$ cat src/itab_pkg.sv
// Shared types, constants and digit table for the integer to ASCII converter.
`default_nettype none
package itab_pkg;

   localparam int VALUE_BITS_DEF     = 32;
   localparam int DIV_BITS_PER_CYCLE = 8;
   localparam int FIFO_DEPTH         = 2;

   localparam logic [7:0] RADIX_MIN    = 8'd2;
   localparam logic [7:0] RADIX_MAX    = 8'd16;
   localparam logic [7:0] SIGNED_RADIX = 8'd10;
   localparam logic [7:0] ASCII_MINUS  = 8'h2D;
   localparam logic [7:0] ASCII_NONE   = 8'h00;

   localparam logic [7:0] DIGIT_TABLE [16] = '{
      8'h30, 8'h31, 8'h32, 8'h33, 8'h34, 8'h35, 8'h36, 8'h37,
      8'h38, 8'h39, 8'h41, 8'h42, 8'h43, 8'h44, 8'h45, 8'h46
   };

   typedef struct packed {
      logic       err;
      logic       neg;
      logic [4:0] radix;
   } itab_cls_type;

   typedef enum logic [1:0] {
      BACK_IDLE,
      BACK_DIVIDE,
      BACK_SIGN,
      BACK_EMIT
   } itab_back_state_type;

endpackage
`default_nettype wire

$ cat src/itab_front.sv
// Front end: accepts request words, checks the radix and forms the magnitude.
`default_nettype none
module itab_front #(
   parameter int VALUE_BITS = itab_pkg::VALUE_BITS_DEF
) (
   input  logic                         req_valid,
   output logic                         req_stall,
   input  logic signed [VALUE_BITS-1:0] req_value,
   input  logic [7:0]                   req_radix,
   input  logic                         fifo_full,
   output logic                         push,
   output itab_pkg::itab_cls_type       cls,
   output logic [VALUE_BITS-1:0]        mag
);
   import itab_pkg::*;

   logic [VALUE_BITS-1:0] raw;
   logic                  bad;
   logic                  neg;

   always_comb begin
      raw = req_value;
      bad = (req_radix < RADIX_MIN) || (req_radix > RADIX_MAX);
      neg = !bad && (req_radix == SIGNED_RADIX) && raw[VALUE_BITS-1];
      mag = neg ? (~raw + 1'b1) : raw;
      cls.err   = bad;
      cls.neg   = neg;
      cls.radix = req_radix[4:0];
   end

   assign req_stall = fifo_full;
   assign push      = req_valid && !fifo_full;

endmodule
`default_nettype wire

$ cat src/itab_fifo.sv
// Short queue of classified words between front and back.
`default_nettype none
module itab_fifo #(
   parameter int WIDTH = 8
) (
   input  logic             clock,
   input  logic             reset,
   input  logic             wr_valid,
   input  logic [WIDTH-1:0] wr_data,
   output logic             full,
   output logic             rd_valid,
   output logic [WIDTH-1:0] rd_data,
   input  logic             rd_pop
);
   import itab_pkg::*;

   localparam int PTRW = (FIFO_DEPTH > 1) ? $clog2(FIFO_DEPTH) : 1;
   localparam int CNTW = $clog2(FIFO_DEPTH + 1);

   logic [WIDTH-1:0] mem [FIFO_DEPTH];
   logic [PTRW-1:0]  wr_ptr_ff, wr_ptr_in;
   logic [PTRW-1:0]  rd_ptr_ff, rd_ptr_in;
   logic [CNTW-1:0]  count_ff, count_in;
   logic             do_wr;
   logic             do_rd;

   assign full     = (count_ff == CNTW'(FIFO_DEPTH));
   assign rd_valid = (count_ff != '0);
   assign rd_data  = mem[rd_ptr_ff];
   assign do_wr    = wr_valid && !full;
   assign do_rd    = rd_pop && rd_valid;

   always_comb begin
      wr_ptr_in = wr_ptr_ff;
      rd_ptr_in = rd_ptr_ff;
      count_in  = count_ff;
      if (do_wr) begin
         wr_ptr_in = (wr_ptr_ff == PTRW'(FIFO_DEPTH - 1)) ? '0 : wr_ptr_ff + 1'b1;
      end
      if (do_rd) begin
         rd_ptr_in = (rd_ptr_ff == PTRW'(FIFO_DEPTH - 1)) ? '0 : rd_ptr_ff + 1'b1;
      end
      if (do_wr && !do_rd) begin
         count_in = count_ff + 1'b1;
      end else if (do_rd && !do_wr) begin
         count_in = count_ff - 1'b1;
      end
   end

   always_ff @(posedge clock) begin
      if (reset) begin
         wr_ptr_ff <= '0;
         rd_ptr_ff <= '0;
         count_ff  <= '0;
      end else begin
         wr_ptr_ff <= wr_ptr_in;
         rd_ptr_ff <= rd_ptr_in;
         count_ff  <= count_in;
      end
   end

   always_ff @(posedge clock) begin
      if (do_wr) begin
         mem[wr_ptr_ff] <= wr_data;
      end
   end

endmodule
`default_nettype wire

$ cat src/itab_div.sv
// Iterative divider by a small radix, several quotient bits per cycle.
`default_nettype none
module itab_div #(
   parameter int VALUE_BITS = itab_pkg::VALUE_BITS_DEF
) (
   input  logic                  clock,
   input  logic                  reset,
   input  logic                  start,
   input  logic [VALUE_BITS-1:0] dividend,
   input  logic [4:0]            radix,
   output logic                  done,
   output logic [VALUE_BITS-1:0] quotient,
   output logic [3:0]            remainder
);
   import itab_pkg::*;

   localparam int NCYC = (VALUE_BITS + DIV_BITS_PER_CYCLE - 1) / DIV_BITS_PER_CYCLE;
   localparam int PAD  = NCYC * DIV_BITS_PER_CYCLE;
   localparam int CW   = $clog2(NCYC + 1);

   logic [PAD-1:0] work_ff, work_in;
   logic [3:0]     rem_ff, rem_in;
   logic [4:0]     radix_ff;
   logic [CW-1:0]  cnt_ff;
   logic           busy_ff;
   logic           done_ff;

   always_comb begin
      logic [4:0] t;
      t       = '0;
      work_in = work_ff;
      rem_in  = rem_ff;
      for (int i = 0; i < DIV_BITS_PER_CYCLE; i++) begin
         t       = {rem_in, work_in[PAD-1]};
         work_in = {work_in[PAD-2:0], 1'b0};
         if (t >= radix_ff) begin
            t          = t - radix_ff;
            work_in[0] = 1'b1;
         end
         rem_in = t[3:0];
      end
   end

   always_ff @(posedge clock) begin
      if (reset) begin
         busy_ff <= 1'b0;
         done_ff <= 1'b0;
         cnt_ff  <= '0;
      end else begin
         done_ff <= 1'b0;
         if (start) begin
            busy_ff <= 1'b1;
            cnt_ff  <= CW'(NCYC);
         end else if (busy_ff) begin
            cnt_ff <= cnt_ff - 1'b1;
            if (cnt_ff == CW'(1)) begin
               busy_ff <= 1'b0;
               done_ff <= 1'b1;
            end
         end
      end
   end

   always_ff @(posedge clock) begin
      if (start) begin
         work_ff  <= PAD'(dividend);
         rem_ff   <= '0;
         radix_ff <= radix;
      end else if (busy_ff) begin
         work_ff <= work_in;
         rem_ff  <= rem_in;
      end
   end

   assign done      = done_ff;
   assign quotient  = work_ff[VALUE_BITS-1:0];
   assign remainder = rem_ff;

endmodule
`default_nettype wire

$ cat src/itab_back.sv
// Back end: divides out the digits, stacks them and emits them most significant first.
`default_nettype none
module itab_back #(
   parameter int VALUE_BITS = itab_pkg::VALUE_BITS_DEF
) (
   input  logic                   clock,
   input  logic                   reset,
   input  logic                   q_valid,
   input  itab_pkg::itab_cls_type q_cls,
   input  logic [VALUE_BITS-1:0]  q_mag,
   output logic                   q_pop,
   output logic                   rsp_valid,
   input  logic                   rsp_stall,
   output logic [7:0]             rsp_character,
   output logic                   rsp_last,
   output logic                   rsp_error
);
   import itab_pkg::*;

   localparam int CNTW = $clog2(VALUE_BITS + 1);

   itab_back_state_type   state_ff, state_in;
   logic                  neg_ff, neg_in;
   logic [4:0]            radix_ff, radix_in;
   logic [CNTW-1:0]       count_ff, count_in;
   logic                  rsp_valid_ff, rsp_valid_in;
   logic [7:0]            char_ff, char_in;
   logic                  last_ff, last_in;
   logic                  err_ff, err_in;
   logic [3:0]            stack_ff [VALUE_BITS];

   logic                  out_free;
   logic                  push;
   logic                  pop;
   logic                  div_start;
   logic [VALUE_BITS-1:0] div_dividend;
   logic [4:0]            div_radix;
   logic                  div_done;
   logic [VALUE_BITS-1:0] div_quotient;
   logic [3:0]            div_remainder;

   itab_div #(.VALUE_BITS(VALUE_BITS)) u_div (
      .clock     (clock),
      .reset     (reset),
      .start     (div_start),
      .dividend  (div_dividend),
      .radix     (div_radix),
      .done      (div_done),
      .quotient  (div_quotient),
      .remainder (div_remainder)
   );

   assign out_free = !rsp_valid_ff || !rsp_stall;

   always_comb begin
      state_in     = state_ff;
      neg_in       = neg_ff;
      radix_in     = radix_ff;
      count_in     = count_ff;
      rsp_valid_in = rsp_valid_ff;
      char_in      = char_ff;
      last_in      = last_ff;
      err_in       = err_ff;
      q_pop        = 1'b0;
      push         = 1'b0;
      pop          = 1'b0;
      div_start    = 1'b0;
      div_dividend = div_quotient;
      div_radix    = radix_ff;
      if (rsp_valid_ff && !rsp_stall) begin
         rsp_valid_in = 1'b0;
      end
      unique case (state_ff)
         BACK_IDLE: begin
            div_radix    = q_cls.radix;
            div_dividend = q_mag;
            if (q_valid && out_free) begin
               q_pop = 1'b1;
               if (q_cls.err) begin
                  rsp_valid_in = 1'b1;
                  char_in      = ASCII_NONE;
                  last_in      = 1'b1;
                  err_in       = 1'b1;
               end else begin
                  neg_in    = q_cls.neg;
                  radix_in  = q_cls.radix;
                  count_in  = '0;
                  div_start = 1'b1;
                  state_in  = BACK_DIVIDE;
               end
            end
         end
         BACK_DIVIDE: begin
            if (div_done) begin
               push     = 1'b1;
               count_in = count_ff + 1'b1;
               if (div_quotient == '0) begin
                  state_in = neg_ff ? BACK_SIGN : BACK_EMIT;
               end else begin
                  div_start = 1'b1;
               end
            end
         end
         BACK_SIGN: begin
            if (out_free) begin
               rsp_valid_in = 1'b1;
               char_in      = ASCII_MINUS;
               last_in      = 1'b0;
               err_in       = 1'b0;
               state_in     = BACK_EMIT;
            end
         end
         BACK_EMIT: begin
            if (out_free) begin
               rsp_valid_in = 1'b1;
               char_in      = DIGIT_TABLE[stack_ff[0]];
               last_in      = (count_ff == CNTW'(1));
               err_in       = 1'b0;
               pop          = 1'b1;
               count_in     = count_ff - 1'b1;
               if (count_ff == CNTW'(1)) begin
                  state_in = BACK_IDLE;
               end
            end
         end
         default: begin
            state_in = BACK_IDLE;
         end
      endcase
   end

   always_ff @(posedge clock) begin
      if (reset) begin
         state_ff     <= BACK_IDLE;
         rsp_valid_ff <= 1'b0;
         count_ff     <= '0;
      end else begin
         state_ff     <= state_in;
         rsp_valid_ff <= rsp_valid_in;
         count_ff     <= count_in;
      end
   end

   always_ff @(posedge clock) begin
      neg_ff   <= neg_in;
      radix_ff <= radix_in;
      char_ff  <= char_in;
      last_ff  <= last_in;
      err_ff   <= err_in;
   end

   always_ff @(posedge clock) begin
      if (push) begin
         stack_ff[0] <= div_remainder;
         for (int i = 1; i < VALUE_BITS; i++) begin
            stack_ff[i] <= stack_ff[i-1];
         end
      end else if (pop) begin
         for (int i = 0; i < VALUE_BITS - 1; i++) begin
            stack_ff[i] <= stack_ff[i+1];
         end
      end
   end

   assign rsp_valid     = rsp_valid_ff;
   assign rsp_character = char_ff;
   assign rsp_last      = last_ff;
   assign rsp_error     = err_ff;

endmodule
`default_nettype wire

$ cat src/integer_to_ascii_any_base_top.sv
// Top level of the integer to ASCII converter, radix 2 to 16.
// Request channel (req_valid/req_stall): one word carries req_value, a
// VALUE_BITS-bit two's complement number, and req_radix. A word is taken at a
// clock edge with req_valid high and req_stall low.
// Response channel (rsp_valid/rsp_stall): one word per ASCII character, most
// significant digit first; rsp_last marks the final character. Radix 10 prints
// a leading '-' for negative values; other radixes print the unsigned pattern.
// A radix outside 2..16 yields a single word with rsp_error and rsp_last set
// and rsp_character zero.
// Each digit takes one pass of the iterative divider, which retires 8
// quotient bits per cycle. After the last digit each character leaves at one
// per cycle while rsp_stall is low. The back end returns to idle when the last
// character is loaded and only then takes the next queued word, so it does
// not start a conversion before the last one is through; bad-radix words go
// at one per cycle while rsp_stall is low. The front and a two-word queue
// keep taking requests meanwhile. rsp_stall holds the output register; the
// divider runs on and the back end waits at its next character, so the queue
// fills and req_stall rises. Synchronous reset empties the queue, drops any
// conversion in progress and clears rsp_valid.
`default_nettype none
module integer_to_ascii_any_base_top #(
   parameter int VALUE_BITS = itab_pkg::VALUE_BITS_DEF
) (
   input  logic                         clock,
   input  logic                         reset,
   input  logic                         req_valid,
   output logic                         req_stall,
   input  logic signed [VALUE_BITS-1:0] req_value,
   input  logic [7:0]                   req_radix,
   output logic                         rsp_valid,
   input  logic                         rsp_stall,
   output logic [7:0]                   rsp_character,
   output logic                         rsp_last,
   output logic                         rsp_error
);
   import itab_pkg::*;

   localparam int CLSW = $bits(itab_cls_type);
   localparam int QW   = CLSW + VALUE_BITS;

   logic                  fifo_full;
   logic                  push;
   itab_cls_type          front_cls;
   logic [VALUE_BITS-1:0] front_mag;
   logic                  q_valid;
   logic [QW-1:0]         q_data;
   logic                  q_pop;
   itab_cls_type          q_cls;
   logic [VALUE_BITS-1:0] q_mag;

   itab_front #(.VALUE_BITS(VALUE_BITS)) u_front (
      .req_valid (req_valid),
      .req_stall (req_stall),
      .req_value (req_value),
      .req_radix (req_radix),
      .fifo_full (fifo_full),
      .push      (push),
      .cls       (front_cls),
      .mag       (front_mag)
   );

   itab_fifo #(.WIDTH(QW)) u_fifo (
      .clock    (clock),
      .reset    (reset),
      .wr_valid (push),
      .wr_data  ({front_cls, front_mag}),
      .full     (fifo_full),
      .rd_valid (q_valid),
      .rd_data  (q_data),
      .rd_pop   (q_pop)
   );

   assign q_cls = itab_cls_type'(q_data[VALUE_BITS +: CLSW]);
   assign q_mag = q_data[VALUE_BITS-1:0];

   itab_back #(.VALUE_BITS(VALUE_BITS)) u_back (
      .clock         (clock),
      .reset         (reset),
      .q_valid       (q_valid),
      .q_cls         (q_cls),
      .q_mag         (q_mag),
      .q_pop         (q_pop),
      .rsp_valid     (rsp_valid),
      .rsp_stall     (rsp_stall),
      .rsp_character (rsp_character),
      .rsp_last      (rsp_last),
      .rsp_error     (rsp_error)
   );

endmodule
`default_nettype wire
$ cat config.mk
export PLATFORM = sky130hd
export DESIGN_NAME = integer_to_ascii_any_base_top
export DESIGN_NICKNAME = d
export VERILOG_FILES = /design/src/itab_pkg.sv /design/src/itab_front.sv /design/src/itab_fifo.sv /design/src/itab_div.sv /design/src/itab_back.sv /design/src/integer_to_ascii_any_base_top.sv
export SDC_FILE = /design/constraint.sdc
export NUM_CORES = 1
export LEC_CHECK = 0
export BUFFER_PORTS_ARGS = -buffer_cell sky130_fd_sc_hd__buf_2
export CAP_MARGIN = 20
export CORE_ASPECT_RATIO = 0.75
export CORE_MARGIN = 2
export CORE_UTILIZATION = 64
export CTS_BUF_LIST = sky130_fd_sc_hd__clkbuf_4
export DETAILED_ROUTE_END_ITERATION = 7
export PLACE_DENSITY = 0.82
export RECOVER_POWER = 50
export SLEW_MARGIN = 40
export SYNTH_ARGS = -nofsm -noshare
export SYNTH_HDL_FRONTEND = slang
export SYNTH_SLANG_ARGS = --single-unit
$ cat constraint.sdc
create_clock -name clock -period 13.3 [get_ports clock]
set_input_delay 1.33 -clock clock [delete_from_list [all_inputs] [get_ports clock]]
set_output_delay 1.33 -clock clock [all_outputs]
set_load 0.01 [all_outputs]
==> out/results.txt, run 1 <==
Status: finished with violations
Violated checks: capacitance limit, slew limit
Main combinational cell family by area after synthesis: multiplexers
Core area: 21300 um^2
Met1 usage: 36.88%
Vias/cell: 6.019
Max-slew violation count: 195
Yosys top cell by area: edfxtp_1
Num ports: 56
Number of H-tree levels: 3
Gp weighted congestion: 0.8930
Post-synthesis mux area share: 13.96%
Die Ht: 132.2 um
Simple-gate share of the synthesized area: 7.970%
First-pass GRT wire length: 44.26 mm
Initial antenna violation count: 1
Vias: 8980
Routed len/inst: 18.48 um
Worst-path fanout max: 12
Worst path max stage delay: 0.47 ns
NumNets Final: 1259
CTS root buffer: clkbuf_4
Die area: 23120 um^2
Total grt overflow: 0
Final worst slack: 0.7344 ns
Worst r2r dst: u_back.u_div.remainder[3]
CP most frequent cell: ha_1
Most Crowded Layer GR: met1
Mapped Nets: 1163
Hold Crit Class: reg2reg
Reg clk slew, reported paths: 0.08 ns
DR pass1 iterations: 7
Worst hold path depth: 0
Setup TNS: 0 ns
Met3 Track Usage GR: 5.334%
Async set-or-reset flop fraction in the synthesized netlist: 0%
Min-delay src: u_back.stack_ff[0][123]
Flop2flop setup slack: 0.73 ns
Cells taking the most area after synthesis: edfxtp_1 (55%), mux2_2 (11%), ha_1 (4.7%), dfxtp_1 (3.3%), mux2i_1 (2.7%)
Post-synthesis compound-gate area fraction: 8.533%
Crit path time final: 12.57 ns
Cell row count: 46
Layout cells sized above 1: 25.44%
Synth top area share: 55.27%
Later-pin clock latency in the skew report: 0.65 ns
R2r worst-path depth: 46
Most common cell in the netlist: edfxtp_1
Met2 Use GR: 34.87%
Max clock buf depth: 3
Post-synth EDFFs: 258
Pre-CTS setup slack: 0.3234 ns
Routed WL: 27.57 mm
Buf/Inv on CP: 2
Yosys warning total: 0
CP top delay family: compound AO/OA/AOI/OAI gates
Syn Std Cell Area: 14020 um^2
RSZ-0062 raised after global routing: no
Synth cell count leaders: edfxtp_1 (258), mux2_2 (140), nor2_1 (90), ha_1 (53), a21oi_1 (50)
Adder-cell share of the synthesized area: 5.873%
Critical Path Slowest Stage Cell: edfxtp_1
GRT Resource Usage Total: 24.00%
Port bufs: 54
Drt initial violations: 852
Max-slew headroom: -79.33%
Peak Freq: 79.58 MHz
Vias in the first global route: 8699
Avg Cell Area, Syn: 13.25 um^2
#FFs+latches synth: 281
Top_reg_cell synth: edfxtp_1
CTS Hold Buffers Added: 0
Period utilisation layout: 94.48%
Initial Util: 65.83%
Post-Synthesis Cells: 1058
Register area share after synthesis: 58.55%
Setup crit start kind: flip-flop
WP data arrival: 13.10 ns
Setup Viol. Count Final: 0
Cell variety after synth: 64
CP endpoint kind: flip-flop
WP data required: 13.83 ns
Final Hold Fails: 0
Worst slew pin tran: 2.690 ns
Worst r2r src: u_back.u_div.radix_ff[1]
Max Cap Viol: 5
Final Skew: 0.03673 ns
CTS Sinks: 281
Synth Area in XOR/XNOR: 2.811%
Area Growth Syn to Fin: 10.34%
Antenna Nets Post-Route: 0
Drt drc: 0
Chip Width: 174.9 um
Crit path kind: reg2reg
CTS tree: built
Hold EP: u_back.stack_ff[0][127]
Largest net degree at the start of global routing: 79
CTS Buf Count: 67
DP HPWL: 18.53 mm
==> placed cells by master (no fill, tap or decap), drive strengths merged, types with 4 or more instances in the layout <==
master / n
a211oi: 10
a21o: 7
a21oi: 50
a22oi: 4
a31o: 5
a31oi: 4
and2: 5
buf: 42
clkbuf: 128
clkinv: 12
dfxtp: 23
edfxtp: 258
fa: 8
ha: 53
inv: 45
mux2: 140
mux2i: 38
nand2: 46
nand2b: 7
nand3: 5
nand4: 5
nor2: 90
nor2b: 7
nor3: 15
nor4: 15
o211ai: 4
o21a: 12
o21ai: 34
o22ai: 5
o31a: 6
o31ai: 17
or3: 7
or4: 5
xnor2: 29
xor2: 16
==> worst max path at each step <==
stage,end,depth (start not counted),slack [ns],start
2_1_floorplan,u_back.u_div.remainder[3],48,1.85,u_back.u_div.radix_ff[1]
3_3_place_gp,u_back.u_div.remainder[1],48,1.12,u_back.u_div.radix_ff[1]
3_5_place_dp,u_back.u_div.remainder[1],47,0.32,u_back.u_div.radix_ff[1]
4_1_cts,u_back.u_div.remainder[1],47,0.24,u_back.u_div.radix_ff[1]
5_1_grt,u_back.u_div.remainder[3],48,0.007,u_back.u_div.radix_ff[1]
6_report,u_back.u_div.remainder[3],46,0.73,u_back.u_div.radix_ff[1]
==> sequential cells by signal (all words and copies together), names as in the netlist, 2 cells and up, named ones only <==
register and count:
u_back.stack_ff 128, u_back.u_div.cnt_ff 3, u_back.u_div.remainder 4, u_back.state_ff 2, u_back.u_div.radix_ff 5, u_fifo.mem 78, u_back.radix_ff 5, u_back.count_ff 6
u_back.rsp_character 7, u_fifo.count_ff 2, u_back.u_div.quotient 32
==> logic make-up (layout without fill, tap and decap cells) <==
family | Yosys count | count (layout)
other | 1 | 2
AND/OR/NAND/NOR | 227 | 227
flip-flops | 281 | 281
XOR/XNOR | 45 | 45
multiplexers | 178 | 178
buffers and inverters | 84 | 229
adder cells (fa/ha/maj) | 61 | 61
AO/OA/AOI/OAI | 181 | 181
==> per-layer routing <==
metal / vias up / wire length [um]
li1: 4248 / -
met3: 29 / 2011
met2: 352 / 12240
met1: 4351 / 13040
met5: - / 0
met4: 0 / 280
==> area by class of cell <==
cell class                      instances  area (um^2)
Sequential cell                       281         8208
Fill cell                            1391         5827
Multi-Input combinational cell        693         5535
Clock buffer                          102        765.7
Tap cell                              288        360.3
Timing Repair Buffer                   68        335.3
Inverter                               43        161.4
Clock inverter                         16        100.1
Antenna cell                            1        2.502
==> stage by stage <==
| stage | instances | hold slack (ns) | utilization (%) | cell area (um^2) |
|---|---|---|---|---|
| finish | 1492 | 0.4497 | 72.64 | 15470 |
| global route | 1492 | 0.4647 | 72.64 | 15470 |
| CTS | 1489 | 0.4535 | 72.96 | 15540 |
| detailed placement | 1371 | 0.4418 | 68.89 | 14670 |
| global placement | 1368 | 0.4254 | 68.58 | 14600 |
| floorplan | 1058 | 0.4222 | - | 14020 |
==> timing repair <==
action / 4_1_cts / 5_1_grt
endpoints found under the setup margin: 0 / 5
resized for setup: 0 / 3
buffers inserted: 0 / 2
Power of run 1 is not shown: default switching activity piles up to over one toggle a cycle in this logic, so the estimate is an artifact.
==> inputs of run 2 (changes only) <==
--- a/config.mk
+++ b/config.mk
@@ -5,7 +5,7 @@
 export SDC_FILE = /design/constraint.sdc
 export NUM_CORES = 1
 export LEC_CHECK = 0
-export BUFFER_PORTS_ARGS = -buffer_cell sky130_fd_sc_hd__buf_2
+export BUFFER_PORTS_ARGS = -buffer_cell sky130_fd_sc_hd__buf_4
 export CAP_MARGIN = 20
 export CORE_ASPECT_RATIO = 0.75
 export CORE_MARGIN = 2
==> out/results.txt, run 2 (synthesized netlist as in run 1, its figures left out) <==
Status: finished with violations
Violated checks: capacitance limit, slew limit
Later-pin clock latency in the skew report: 0.66 ns (about the same)
Chip Width: 174.9 um (unchanged)
Worst path max stage delay: 0.49 ns (+0.02 ns)
Number of H-tree levels: 3 (unchanged)
Routed WL: 27.68 mm (+0.42%)
Die area: 23120 um^2 (unchanged)
Max reg flops: 128 (unchanged)
Setup Viol. Count Final: 0 (unchanged)
CP most frequent cell: ha_1
Final Skew: 0.02130 ns (-0.01543 ns)
CTS root buffer: clkbuf_4
NumNets Final: 1259 (unchanged)
DP HPWL: 18.66 mm (+0.66%)
Top layer in use: met4
First-pass GRT wire length: 44.43 mm (+0.38%)
Worst r2r dst: u_back.u_div.remainder[3]
CTS Hold Buffers Added: 0 (unchanged)
Worst slew pin tran: 2.629 ns (-0.06064 ns)
WP data required: 13.86 ns (+0.03 ns)
Worst r2r src: u_back.u_div.radix_ff[1]
Antenna Nets Post-Route: 0 (unchanged)
Crit path time final: 12.40 ns (-0.1617 ns)
R2r worst-path depth: 48 (+4.3%)
Core area: 21300 um^2 (unchanged)
Initial antenna violation count: 1 (unchanged)
Vias: 8963 (-0.19%)
Layout cells sized above 1: 25.64% (+0.21 points)
Largest net degree at the start of global routing: 79 (unchanged)
Biggest register: u_back.stack_ff
Register Area: 8209 um^2 (about the same)
Drt drc: 0 (unchanged)
Total grt overflow: 0 (unchanged)
Initial Util: 65.83% (unchanged)
Die Ht: 132.2 um (unchanged)
Met1 wire length: 12.91 mm (-0.97%)
Met2 WL: 12.02 mm (-1.7%)
Max Cap Viol: 5 (unchanged)
Setup crit start kind: flip-flop
Max-slew headroom: -75.29% (+4.0 points)
Critical Path Slowest Stage Cell: edfxtp_1
Pre-CTS setup slack: 0.3107 ns (-0.01266 ns)
CTS Buf Count: 66 (-1.5%)
Drt initial violations: 758 (-11%)
Area Growth Syn to Fin: 11.05%
WP data arrival: 12.97 ns (-0.13 ns)
Flop2flop setup slack: 0.90 ns (+0.16 ns)
Final Hold Fails: 0 (unchanged)
Worst-path fanout max: 12 (unchanged)
Worst setup path end: u_back.u_div.remainder[3]
DR pass1 iterations: 6 (-1)
GRT Resource Usage Total: 24.34% (+0.34 points)
Fin area: 15570 um^2 (+0.64%)
Hold Crit Class: reg2reg
Setup TNS: 0 ns (unchanged)
Critical path launch point: u_back.u_div.radix_ff[1]
Num ports: 56 (unchanged)
Max-slew violation count: 200 (+2.6%)
Most common cell after layout, fill and taps aside: edfxtp_1
CTS tree: built
Vias/cell: 5.999 (-0.32%)
Gp weighted congestion: 0.9029 (+1.1%)
CP endpoint kind: flip-flop
Period utilisation layout: 93.26% (-1.2 points)
Fillers: 1430 (+2.8%)
Reg clk slew, reported paths: 0.07 ns (about the same)
Peak Freq: 80.62 MHz (+1.3%)
Vias in the first global route: 8674 (-0.29%)
Port bufs: 54 (unchanged)
CTS Sinks: 281 (unchanged)
Cell row count: 46 (unchanged)
Routed len/inst: 18.53 um (+0.29%)
Met3 WL: 2.129 mm (+5.9%)
Most frequent cells in the layout: edfxtp_1 (258), mux2_2 (133), clkbuf_4 (103)
Max clock buf depth: 3 (unchanged)
Crit path kind: reg2reg
Area of the multi-input gates: 5525 um^2 (-0.18%)
Final worst slack: 0.8960 ns (+0.1617 ns)
DP Area: 14810 um^2 (+0.92%)
==> run 2: changes by cell type in the layout (fill, tap and decap cells not counted), sizes merged <==
cell,previous run,this run
clkbuf,128,129
clkinvlp,1,3
clkinv,12,10
inv,45,46
==> run 2: worst max-delay path: cells and delay by family (launching register included) <==
| kind | cells | cell delay, ns |
|---|---|---|
| AO/OA/AOI/OAI | 28 | 6.44 |
| adder cells (fa/ha/maj) | 8 | 2.61 |
| buffers and inverters | 2 | 0.40 |
| flip-flops | 1 | 0.49 |
| multiplexers | 3 | 1.17 |
| AND/OR/NAND/NOR | 7 | 1.18 |
==> run 2: metal layers <==
metal	up-vias	track usage (%)
li1	4241	-
met1	4344	37.20
met2	330	34.21
met3	48	5.277
met4	0	9.306
met5	-	0
==> run 2: through the flow <==
stage	instances	hold slack, ns	utilization (%)
after global placement	1368	0.4310	69.21
after detailed placement	1371	0.4335	69.52
final	1494	0.4494	73.10
after global routing	1494	0.4664	73.10
after CTS	1490	0.4498	73.60
after floorplan	1058	0.4222	-
==> run 2: how the worst min path moves through the flow <==
stage	cells past startpoint	start	slack, ns	end
after floorplan	0	u_back.stack_ff[0][120]	0.42	u_back.stack_ff[0][124]
after global placement	0	u_back.stack_ff[0][120]	0.43	u_back.stack_ff[0][124]
after detailed placement	0	u_back.stack_ff[0][121]	0.43	u_back.stack_ff[0][125]
after CTS	0	u_back.stack_ff[0][120]	0.45	u_back.stack_ff[0][124]
after global routing	0	u_back.stack_ff[0][120]	0.47	u_back.stack_ff[0][124]
final	0	u_back.stack_ff[0][120]	0.45	u_back.stack_ff[0][124]
==> run 2: timing repair <==
action	4_1_cts	5_1_grt
setup buffers	0	3
setup endpoints to repair	0	5
resized for setup	0	5
==> run 2: final cells by class <==
| type | count | share of cell area, % |
|---|---|---|
| sequential | 281 | 52.73 |
| multi-input combinational | 693 | 35.49 |
| clock buffer | 102 | 4.919 |
| timing repair buffer | 69 | 2.805 |
| tap | 288 | 2.315 |
| inverter | 43 | 1.061 |
| clock inverter | 17 | 0.6591 |
| antenna | 1 | 0.01607 |
Power of run 2 is left out for the same reason.
==> inputs of run 3 (changes only) <==
--- a/config.mk
+++ b/config.mk
@@ -7,12 +7,14 @@
 export LEC_CHECK = 0
 export BUFFER_PORTS_ARGS = -buffer_cell sky130_fd_sc_hd__buf_4
 export CAP_MARGIN = 20
-export CORE_ASPECT_RATIO = 0.75
+export CELL_PAD_IN_SITES_DETAIL_PLACEMENT = 0
+export CELL_PAD_IN_SITES_GLOBAL_PLACEMENT = 1
+export CORE_ASPECT_RATIO = 1.4
 export CORE_MARGIN = 2
-export CORE_UTILIZATION = 64
+export CORE_UTILIZATION = 58
 export CTS_BUF_LIST = sky130_fd_sc_hd__clkbuf_4
 export DETAILED_ROUTE_END_ITERATION = 7
-export PLACE_DENSITY = 0.82
+export PLACE_DENSITY_LB_ADDON = 0.1
 export RECOVER_POWER = 50
 export SLEW_MARGIN = 40
 export SYNTH_ARGS = -nofsm -noshare
==> constraint.sdc (replaced) <==
create_clock -name clock -period 14.3 [get_ports clock]
set_input_delay 1.43 -clock clock [delete_from_list [all_inputs] [get_ports clock]]
set_output_delay 1.43 -clock clock [all_outputs]
set_load 0.01 [all_outputs]
==> out/results.txt, run 3 (synthesized netlist as in run 1, its figures left out) <==
WP data required: 14.89 ns (+1.03 ns)
CP endpoint kind: flip-flop
Routed len/inst: 17.78 um (-4.1%)
Crit path time final: 12.86 ns (+0.4542 ns)
Die area: 25450 um^2 (+10%)
Most common cell after layout, fill and taps aside: edfxtp_1
CTS tree: built
Met2 Use GR: 38.91% (+4.7 points)
Buf/Inv on CP: 1 (-1)
First-pass GRT wire length: 43.97 mm (-1.0%)
Setup crit start kind: flip-flop
Crit path kind: reg2reg
Chip Width: 135.4 um (-23%)
Die Ht: 188.0 um (+42%)
CP most frequent cell: ha_1
CTS Sinks: 281 (unchanged)
Vias in the first global route: 9102 (+4.9%)
Core area: 23810 um^2 (+12%)
Num ports: 56 (unchanged)
Total grt overflow: 0 (unchanged)
Hold Crit Class: reg2reg
Period utilisation layout: 89.92% (-3.3 points)
Max clock buf depth: 3 (unchanged)
CTS root buffer: clkbuf_4
Gp weighted congestion: 0.9094 (+0.72%)
Area Growth Syn to Fin: 11.47%
Routed WL: 26.89 mm (-2.8%)
Final Hold Fails: 0 (unchanged)
Cell row count: 67 (+46%)
Reg clk slew, reported paths: 0.07 ns (about the same)
Drt drc: 0 (unchanged)
Most Crowded Layer GR: met2
Final Skew: 0.04545 ns (+0.02415 ns)
Worst slew pin tran: 2.750 ns (+0.1205 ns)
NumNets Final: 1259 (unchanged)
Max-slew headroom: -83.32% (-8.0 points)
Violated checks: capacitance limit, slew limit
Initial Util: 58.88% (-6.9 points)
CTS Hold Buffers Added: 0 (unchanged)
Max Cap Viol: 4 (-1)
Drt initial violations: 447 (-41%)
Vias/cell: 5.751 (-4.1%)
GRT Resource Usage Total: 21.96% (-2.4 points)
Largest net degree at the start of global routing: 92 (+16%)
WP data arrival: 13.44 ns (+0.47 ns)
Post-CTS Setup Bufs: 0 (unchanged)
Layout cells sized above 1: 26.21% (+0.56 points)
Biggest register: u_back.stack_ff
Initial antenna violation count: 1 (unchanged)
Post-CTS sizing: 0 (unchanged)
Setup Viol. Count Final: 0 (unchanged)
Number of H-tree levels: 3 (unchanged)
Max reg flops: 128 (unchanged)
Worst-path fanout max: 12 (unchanged)
Setup TNS: 0 ns (unchanged)
Worst Hold Slack: 0.4567 ns (+0.007303 ns)
RSZ-0062 raised after global routing: no
Critical Path Slowest Stage Cell: edfxtp_1
Met1 usage: 25.52% (-12 points)
DR pass1 iterations: 4 (-2)
Worst path max stage delay: 0.66 ns (+0.17 ns)
Most frequent cells in the layout: edfxtp_1 (258), mux2_2 (134), clkbuf_4 (103)
Port bufs: 54 (unchanged)
CTS Buf Count: 70 (+6.1%)
Met3 Track Usage GR: 4.704% (-0.57 points)
CP top delay family: compound AO/OA/AOI/OAI gates
Max-slew violation count: 155 (-23%)
Later-pin clock latency in the skew report: 0.69 ns (+0.03 ns)
Antenna Nets Post-Route: 0 (unchanged)
Vias: 8701 (-2.9%)
Status: finished with violations
DP HPWL: 18.30 mm (-1.9%)
Peak Freq: 77.77 MHz (-3.5%)
==> run 3: changes by cell type in the layout (fill, tap and decap cells not counted), moves of 2 or more <==
| cell | delta |
|---|---|
| buf_4 | +8 |
| clkinv_1 | +2 |
| clkbuf_1 | -14 |
| inv_2 | -3 |
| clkinv_2 | +3 |
==> run 3: final timing paths <==
path	cells after the start	slack, ns	from	to
setup / recovery	47	1.44	u_back.u_div.radix_ff[1]	u_back.u_div.remainder[0]
hold reg to reg	0	0.46	u_back.stack_ff[0][121]	u_back.stack_ff[0][125]
setup reg to reg	47	1.44	u_back.u_div.radix_ff[1]	u_back.u_div.remainder[0]
hold / removal	0	0.46	u_back.stack_ff[0][121]	u_back.stack_ff[0][125]
==> run 3: final cells by class <==
class | count | area (um^2)
sequential | 281 | 8209
fill | 1874 | 8182
multi-input combinational | 693 | 5509
clock buffer | 100 | 750.7
timing repair buffer | 65 | 461.7
tap | 310 | 387.9
inverter | 43 | 161.4
clock inverter | 20 | 143.9
antenna | 1 | 2.502
==> run 3: per-layer routing <==
metal	wire length, um	vias up
li1	-	4236
met1	10930	4238
met2	14090	172
met3	987	55
met4	888	0
met5	0	-
==> run 3: metrics by stage <==
stage               std cells  cell area (um^2)  setup WS (ns)  util (%)
finish                   1513             15630          1.442     65.63
global route             1513             15630         0.2242     65.63
floorplan                1058             14020          2.854         -
global placement         1390             14770          1.886     62.02
CTS                      1512             15710          1.337     66.00
detailed placement       1392             14820          1.392     62.25
Power of run 3 is left out for the same reason.
